**config.mk**
```make
export PLATFORM = sky130hd
export DESIGN_NAME = arcpr_ram
export DESIGN_NICKNAME = d
export VERILOG_FILES = /design/src/arcpr_ram.sv
export SDC_FILE = /design/constraint.sdc
export NUM_CORES = 1
export LEC_CHECK = 0
export ABC_AREA = 1
export BUFFER_PORTS_ARGS = -buffer_cell sky130_fd_sc_hd__buf_2
export CORE_MARGIN = 2
export CORE_UTILIZATION = 57
export CTS_CLUSTER_SIZE = 20
export DETAILED_ROUTE_END_ITERATION = 16
export HOLD_SLACK_MARGIN = 0.06
export PLACE_DENSITY = 0.82
export SKIP_CTS_REPAIR_TIMING = 1
export SYNTH_ARGS = -nofsm -noshare
export SYNTH_HDL_FRONTEND = slang
export SYNTH_SLANG_ARGS = --single-unit
```
**constraint.sdc**
```tcl
create_clock -name clock -period 2.29 [get_ports clock]
set_input_delay 0.5725 -clock clock [delete_from_list [all_inputs] [get_ports clock]]
set_output_delay 0.5725 -clock clock [all_outputs]
set_load 0.05 [all_outputs]
```
**src/arcpr_ram.sv**
```systemverilog
// ----------------------------------------------------------------------------
// arcpr_ram
// Simple dual-port RAM, one write and one registered read port.
// ----------------------------------------------------------------------------
module arcpr_ram #(
   parameter int WIDTH = 8,
   parameter int DEPTH = 64,
   localparam int AW = (DEPTH > 1) ? $clog2(DEPTH) : 1
) (
   input  logic             clock,
   input  logic             we,
   input  logic [AW-1:0]    waddr,
   input  logic [WIDTH-1:0] wdata,
   input  logic [AW-1:0]    raddr,
   output logic [WIDTH-1:0] rdata
);

   logic [WIDTH-1:0] mem [DEPTH];

   always_ff @(posedge clock) begin
      if (we) begin
         mem[waddr] <= wdata;
      end
      rdata <= mem[raddr];
   end

endmodule

```
### Word level (Yosys, flattened, before mapping)

Memories as Yosys holds them, arrays and structs flattened. A register that Yosys moved wholly into a read port is not among the register bits.
Cells that the tools add are included.

| storage, ports and cells | value |
|---|---|
| register bits after elaboration | 0 |
| bits in writable memories | 512 |
| memory bits (read-only) | 0 |
| memories kept | 1 |
| logic and storage cells | 3 |
| bits in latches | 0 |
| input bits | 22 |
| output and inout port bits | 8 |

| cells by class | value |
|---|---|
| muxes and demuxes | 2 |
| bitwise gates (word level) | 0 |
| order comparisons | 0 |
| $mul | 0 |
| equality and inequality tests | 0 |
| add/subtract/negate cells | 0 |
| shift-type cells | 0 |
| reduce and logical (&&, ||, !) cells | 0 |
| div/mod/pow operators | 0 |

Memories:

| name | depth | width | read ports | clocked after memory_dff | write ports | line | RTL |
|---|---|---|---|---|---|---|---|
| mem | 64 | 8 | 1 | 1 | 1 | 18 | `logic [WIDTH-1:0] mem [DEPTH];` |

Operator list:

| cell | count |
|---|---|
| 2-to-1 mux 1 bit | 2 |

### Longest topological paths before layout

Gate-level depths: netlist of run 1.

| logic depth | value |
|---|---|
| word-level depth | 2 |
| gate-level depth with buffers | 12 |
| depth with buffers taken out | 9 |

### Least setup slack after synthesis of run 1

Ideal clock, no wire load.

| path | value |
|---|---|
| path kind | input to register |
| start point | input port we |
| end point | memory mem[48][0] (enable) |
| cell stages on the path | 3 |
| data required time | 1.895 ns |
| arrival | 1.944 ns |
| slack | -0.049 ns |
| cells stage by stage | clkbuf_1 > nand4_1 > nor4_1 |

| between the ends | value |
|---|---|
| longest elaborated chain between the ends | 2 |

RTL lines:

| what | line | RTL |
|---|---|---|
| start, declared | 11 | `input logic we,` |
| 2-to-1 mux 1 bit | 21 | `if (we) begin` |
| 2-to-1 mux 1 bit (not written as such) | 22 | `mem[waddr] <= wdata;` |
| end, declared | 18 |  |

Every way passes these cells.

### Final worst setup path of run 1

| path | value |
|---|---|
| start point | register rdata[5], read port of mem |
| end point | output port rdata[5] |

RTL lines:

| what | line | RTL |
|---|---|---|
| start, declared | 15 | `output logic [WIDTH-1:0] rdata` |

No word-level cell between the ends.

==> summary.md, run 1 <==
| Metric | Value |
|---|---|
| Status | completed |
| Placed Area | 0.0225 mm^2 |
| Chip Width | 197 um |
| Inserted Clock Buffers | 50 |
| Ports | 30 |
| Peak Freq | 508 MHz |
| Fill cell count | 2438 |
| Crit path kind | flop to output port |
| CP Max Fanout | 1 |
| Main synth FF type | edfxtp_1 |
| Pin count of the biggest net entering global routing | 71 |
| Gr usage total | 28.0% |
| GR Util met2 | 45.0% |
| CP endpoint | rdata[5] |
| RSZ-0062 raised after global routing | no |
| Met3 Usage GRT | 6.62% |
| Netlist cell types | 16 |
| Fin area | between 0.02 and 0.025 mm^2 |
| Vias in the first global route | between 10000 and 15000 |
| Num rows | 70 |
| Crit path launch | rdata[5] |
| Via density | 6.13 |
| Wirelength per Cell | 22.3 um |
| Period utilization | 86.0% |
| Routed vias | between 10000 and 15000 |
| Cell with the most instances after synthesis | nand2_1 |
| CP Capture Type | output port |
| Syn_area_per_cell | 11.8 um^2 |
| Slew headroom | 52.1% |
| Initial antenna violation count | 2 |
| Mapped Area | 0.0213 mm^2 |
| H-tree depth | 2 |
| Final Max Slew Viols | 0 |
| CTS clk-pin slew, worst paths | approximately 60 ps |
| Ys async rst share | 0% |
| Busiest grt layer | met2 |
| Initial DRC count | 1968 |
| P_leak | 8.89 nW |
| Synth Register Bits | 520 |
| Critical path depth | 1 |
| Post-synth EDFFs | 512 |
| Final-report hold violation count | 0 |
| Register area share after synthesis | 72.8% |
| Critical Path Source Type | flop |
| CP peak stage delay | ~490 ps |
| Core area | 0.0367 mm^2 |
| Clk Latency, worst-skew pair | approximately 590 ps |
| Area of the multi-input gates | between 0.004 and 0.005 mm^2 |
| Pwr dens | 830 mW/mm^2 |
| WP buf/inv | 1 |
| Synthesis Warnings | 0 |
| Post-synth net total | 1827 |
| Critical Path AT | 1400 ps |
| CTS max path bufs | 3 |
| Worst path slowest cell | dfxtp_1 |
| Hold Crit Class | primary input to flop |
| Clock Skew | about 22 ps |
| Yosys top cell area share | 72.0% |
| DR pass1 iterations | 6 |
| Min cycle time layout | 1970 ps |
| Share of post-route cells with drive strength above 1 | about an eighth |
| Final Util | 65.7% |
| Worst IR Drop VDD | 0.754 mV |
| Setup Total Neg Slack | 0 ps |
| Cell family with most CP delay | flip-flops |
| ANT nets after route | 0 |
| I/O Buffers | 29 |
| FF+latch area | between 0.015 and 0.02 mm^2 |
| Top cell types by occurrence after synthesis | nand2_1 (648), edfxtp_1 (512), nand3_1 (439), nor2_1 (56), buf_2 (37) |
| P&R area growth vs syn | 13.1% |
| Worst path cell trace | buf_2 |
| R2R Setup Slk | 830 ps |
| Initial core utilization | 58.1% |
| Worst R2R Start | mem[55][1] |
| Routability cong. | 0.916 |
| Gate Count Post-Synth | 1805 |
| DIE HEIGHT | 197 um |
| CTS Root Cell | clkbuf_16 |
| Area contributors post-synth | edfxtp_1 (72%), nand2_1 (11%), nand3_1 (10%) |
| Slew of the pin with the lowest slew margin | 719 ps |
| CTS tree | yes |
| Total gr overflow | 0 |
| Max-cap viol count | 0 |
| Die footprint | 0.0390 mm^2 |
| Post-route DRC | 0 |
| GRT met1 Usage | between 30% and 40% |
| WL final | 53.7 mm |
| Required time of the critical path | about 1700 ps |
| Crit Reg-Reg Endpoint | rdata[1] |
| Final setup fails | 0 |
| R2R cell count | 8 |
| Post-DP HPWL | 32.1 mm |
| Post-synth top area cell | edfxtp_1 |
| First-pass GRT wire length | 81.8 mm |
| CTS sink cnt | 520 |
| # nets final | 1921 |
==> metal layers <==
layer  vias to the layer above  wire length, um
met3                       178             6740
li1                       6535                -
met4                         0             2080
met5                         -                0
met2                      1025            25300
met1                      7024            19500
==> worst min-delay path by stage <==
stage	start	end	slack, ps	cells after the start
after floorplan	wdata[0]	mem[0][0]	670	0
after global placement	mem[4][3]	rdata[3]	800	8
after detailed placement	mem[28][5]	rdata[5]	820	8
after CTS	raddr[5]	rdata[2]	380	3
after global routing	raddr[5]	rdata[2]	410	3
final	raddr[5]	rdata[2]	410	3
==> registers in the layout (all words and copies together), names as in the netlist <==
register and count:
mem 512, rdata 8
==> report_power, final <==
part,switching (mW),total [mW],internal [mW]
clock,3.45,8.08,4.63
sequential,0.0435,10.6,10.5
combinational,1.01,1.38,0.377
total,4.50,20.0,15.5
==> kinds of logic after synthesis <==
group	after synthesis	share of synthesized area (%)
buffers and inverters	125	4.02
AND/OR/NAND/NOR	1160	23.2
flip-flops	520	72.8
==> cell type report <==
class	count	area share [%]
repair buffers	155	5.75
flip-flops and latches	520	64.4
inverters	12	0.218
diodes	2	0.0207
clock buffers	67	5.62
well taps	468	2.43
clock inverters	26	1.07
multi-input cells	1160	20.5
==> through the flow <==
stage	instances	hold WS [ps]	setup WS, ps	total power, mW
final	2410	409	321	20.0
after global routing	2408	409	296	20.5
after CTS	2408	382	358	20.1
after detailed placement	2315	823	61.6	12.1
after global placement	2315	801	110	12.1
after floorplan	1805	671	-48.6	11.6
==> cell usage in the layout (no fill, tap or decap) <==
| cell type | count |
|---|---|
| inv_6 | 4 |
| clkinv_1 | 5 |
| nand4_1 | 9 |
| clkbuf_8 | 4 |
| diode_2 | 2 |
| nand3_1 | 439 |
| nand2_1 | 648 |
| buf_4 | 104 |
| buf_2 | 27 |
| edfxtp_1 | 512 |
| inv_4 | 1 |
| buf_12 | 23 |
| dfxtp_1 | 8 |
| inv_1 | 9 |
| clkbuf_16 | 50 |
| nor2_1 | 56 |
| clkbuf_1 | 13 |
| clkinv_8 | 1 |
| clkinvlp_4 | 5 |
| bufinv_16 | 4 |
| inv_2 | 1 |
| buf_6 | 1 |
| clkinv_2 | 8 |
| nor4_1 | 8 |
Power figures use the tool's default switching activity.
==> inputs of run 2 (changes only) <==
Settings changed: CORE_UTILIZATION 57 to 58, CTS_BUF_LIST set to sky130_fd_sc_hd__clkbuf_2, GPL_TIMING_DRIVEN set to 0, HOLD_SLACK_MARGIN 0.06 to 0.02, PLACE_DENSITY 0.82 to 0.83.
==> run 2 against run 1 <==
Net effect: cell count is 4.7% higher; critical path depth did not move; maximum frequency down 12%; routed wire length increased by 9.1%; global-route usage is 2.7 points higher; register-to-register slack worse by 30 ps; utilization fell by 1.9 points; design area decreased by 3.6%; clock skew is 90 ps higher; non-clock buffer count shrank 14; sequential share of layout area increased by 2.4 points; clock power fell by 27%; critical endpoint is now rdata[6]; highest routed layer unchanged.
==> summary.md, run 2 (synthesized netlist as in run 1, its figures left out) <==
| Metric | Value |
|---|---|
| Status | completed |
| Critical Path Source Type | flop |
| Setup Total Neg Slack | 0 ps (unchanged) |
| Pin count of the biggest net entering global routing | 65 (-8.5%) |
| Commonest non-fill, non-tap cell in the layout | nand2_1 |
| Post-route DRC | 0 (unchanged) |
| Post-DP HPWL | 38.0 mm (+18%) |
| CTS Root Cell | clkbuf_2 |
| Hold path depth | 4 (+1) |
| Pwr dens | 769 mW/mm^2 (-7.4%) |
| First-pass GRT wire length | 86.0 mm (+5.2%) |
| Peak Freq | 446 MHz (-12%) |
| Max reg flops | 512 (unchanged) |
| Most frequent cells in the layout | nand2_1 (648), edfxtp_1 (512), nand3_1 (439) |
| ANT nets after route | 0 (unchanged) |
| Ports | 30 (unchanged) |
| # nets final | 1974 (+2.8%) |
| Cell family with most CP delay | flip-flops |
| Initial DRC count | 2589 (+32%) |
| Crit Reg-Reg Endpoint | rdata[1] |
| Hold Crit Class | primary input to flop |
| CTS max path bufs | 3 (unchanged) |
| Num rows | 70 (unchanged) |
| DIE HEIGHT | 196 um (-0.85%) |
| Period utilization | 98.0% (+12 points) |
| R2R cell count | 8 (unchanged) |
| CTS clk-pin slew, worst paths | 100 ps (+40 ps) |
| Die footprint | 0.0383 mm^2 (-1.7%) |
| WL final | 58.6 mm (+9.1%) |
| H-tree depth | 3 (+1) |
| RSZ-0062 raised after global routing | no |
| Worst path slowest cell | dfxtp_1 |
| Clk Latency, worst-skew pair | 1110 ps (+520 ps) |
| Final-report hold violation count | 0 (unchanged) |
| CTS tree | yes |
| HP Start | raddr[4] |
| Min-Delay Endpoint | rdata[2] |
| P_leak | 8.70 nW (-2.2%) |
| Wirelength per Cell | 23.2 um (+4.2%) |
| Final setup fails | 0 (unchanged) |
| Crit path kind | flop to output port |
| R2R Setup Slk | 800 ps (-30 ps) |
| Chip Width | 196 um (-0.85%) |
| Routed vias | 15500 (+4.7%) |
| Dpl cells | 2301 (-0.60%) |
| Clock Skew | 112 ps (+89.8 ps) |
| Share of post-route cells with drive strength above 1 | 15.5% (+3.5 points) |
| Initial core utilization | 58.6% (+0.42 points) |
| Biggest regs | mem: 512 flops, rdata: 8 flops |
| Required time of the critical path | 1720 ps (about the same) |
| Gr usage total | 30.6% (+2.7 points) |
| Slew headroom | 5.10% (-47 points) |
| Max-cap viol count | 0 (unchanged) |
| Initial antenna violation count | 4 (+2) |
| Worst IR Drop VDD | 0.422 mV (-44%) |
| Non-Filler Instances | 2523 (+4.7%) |
| Worst R2R Start | mem[2][1] |
| Worst path cell trace | buf_2 |
| Vias in the first global route | 14600 (+1.4%) |
| CP peak stage delay | 330 ps (-160 ps) |
| CP Capture Type | output port |
| Critical Path AT | 1670 ps (+270 ps) |
| Min cycle time layout | 2240 ps (+274 ps) |
| Via density | 6.13 (about the same) |
| Routability cong. | 1.02 (+11%) |
| DR pass1 iterations | 6 (unchanged) |
| I/O Buffers | 21 (-28%) |
| Biggest register | mem |
| Slew of the pin with the lowest slew margin | 1420 ps (+704 ps) |
| Final Max Slew Viols | 0 (unchanged) |
| Core area | 0.0364 mm^2 (-0.72%) |
| Total gr overflow | 0 (unchanged) |
| Inserted Clock Buffers | 117 (+130%) |
| P&R area growth vs syn | 8.95% |
| WP buf/inv | 1 (unchanged) |
| CTS sink cnt | 520 (unchanged) |
| CP Max Fanout | 1 (unchanged) |
[run 2: layout make-up]
class | instances | area, um^2
clock inverters | 34 | 186
plain buffers | 113 | 808
fillers | 2647 | 13200
clock buffers | 183 | 916
inverters | 12 | 50.0
flip-flops and latches | 520 | 15500
well taps | 468 | 586
diodes | 5 | 12.5
repair buffers | 28 | 160
multi-input cells | 1160 | 5000
[run 2: metal layers]
metal  vias up  wire length [um]  track usage, %
met2      1250             26600            47.0
met4         0              3290            16.8
met5         -                 0               0
li1       6741                 -               -
met1      7238             20700            40.6
met3       230              8070            7.80
[run 2: how the worst max path moves through the flow]
stage            endpoint  startpoint  depth (start not counted)
2_1_floorplan  mem[48][0]          we                          3
3_3_place_gp   mem[49][3]    waddr[3]                          4
3_5_place_dp   mem[26][5]    waddr[0]                          4
4_1_cts          rdata[6]    rdata[6]                          1
5_1_grt          rdata[6]    rdata[6]                          1
6_report         rdata[6]    rdata[6]                          1
[run 2: power breakdown]
group | internal [mW] | total (mW) | switching [mW]
Sequential | 10.5 | 10.5 | 0.0200
Clock | 2.34 | 5.89 | 3.56
Combinational | 0.358 | 1.45 | 1.09
[run 2: through the flow]
| step | hold slack [ps] | util [%] | worst slack [ps] | total power, mW | instance area (um^2) |
|---|---|---|---|---|---|
| floorplan | 671 | - | -48.6 | 11.6 | 21300 |
| global placement | 875 | 60.5 | -827 | 12.1 | 22000 |
| detailed placement | 887 | 60.7 | -733 | 12.2 | 22100 |
| CTS | 45.9 | 63.8 | 44.1 | 17.8 | 23200 |
| global route | 59.9 | 63.8 | 21.6 | 18.4 | 23200 |
| finish | 78.2 | 63.8 | 46.7 | 17.9 | 23200 |
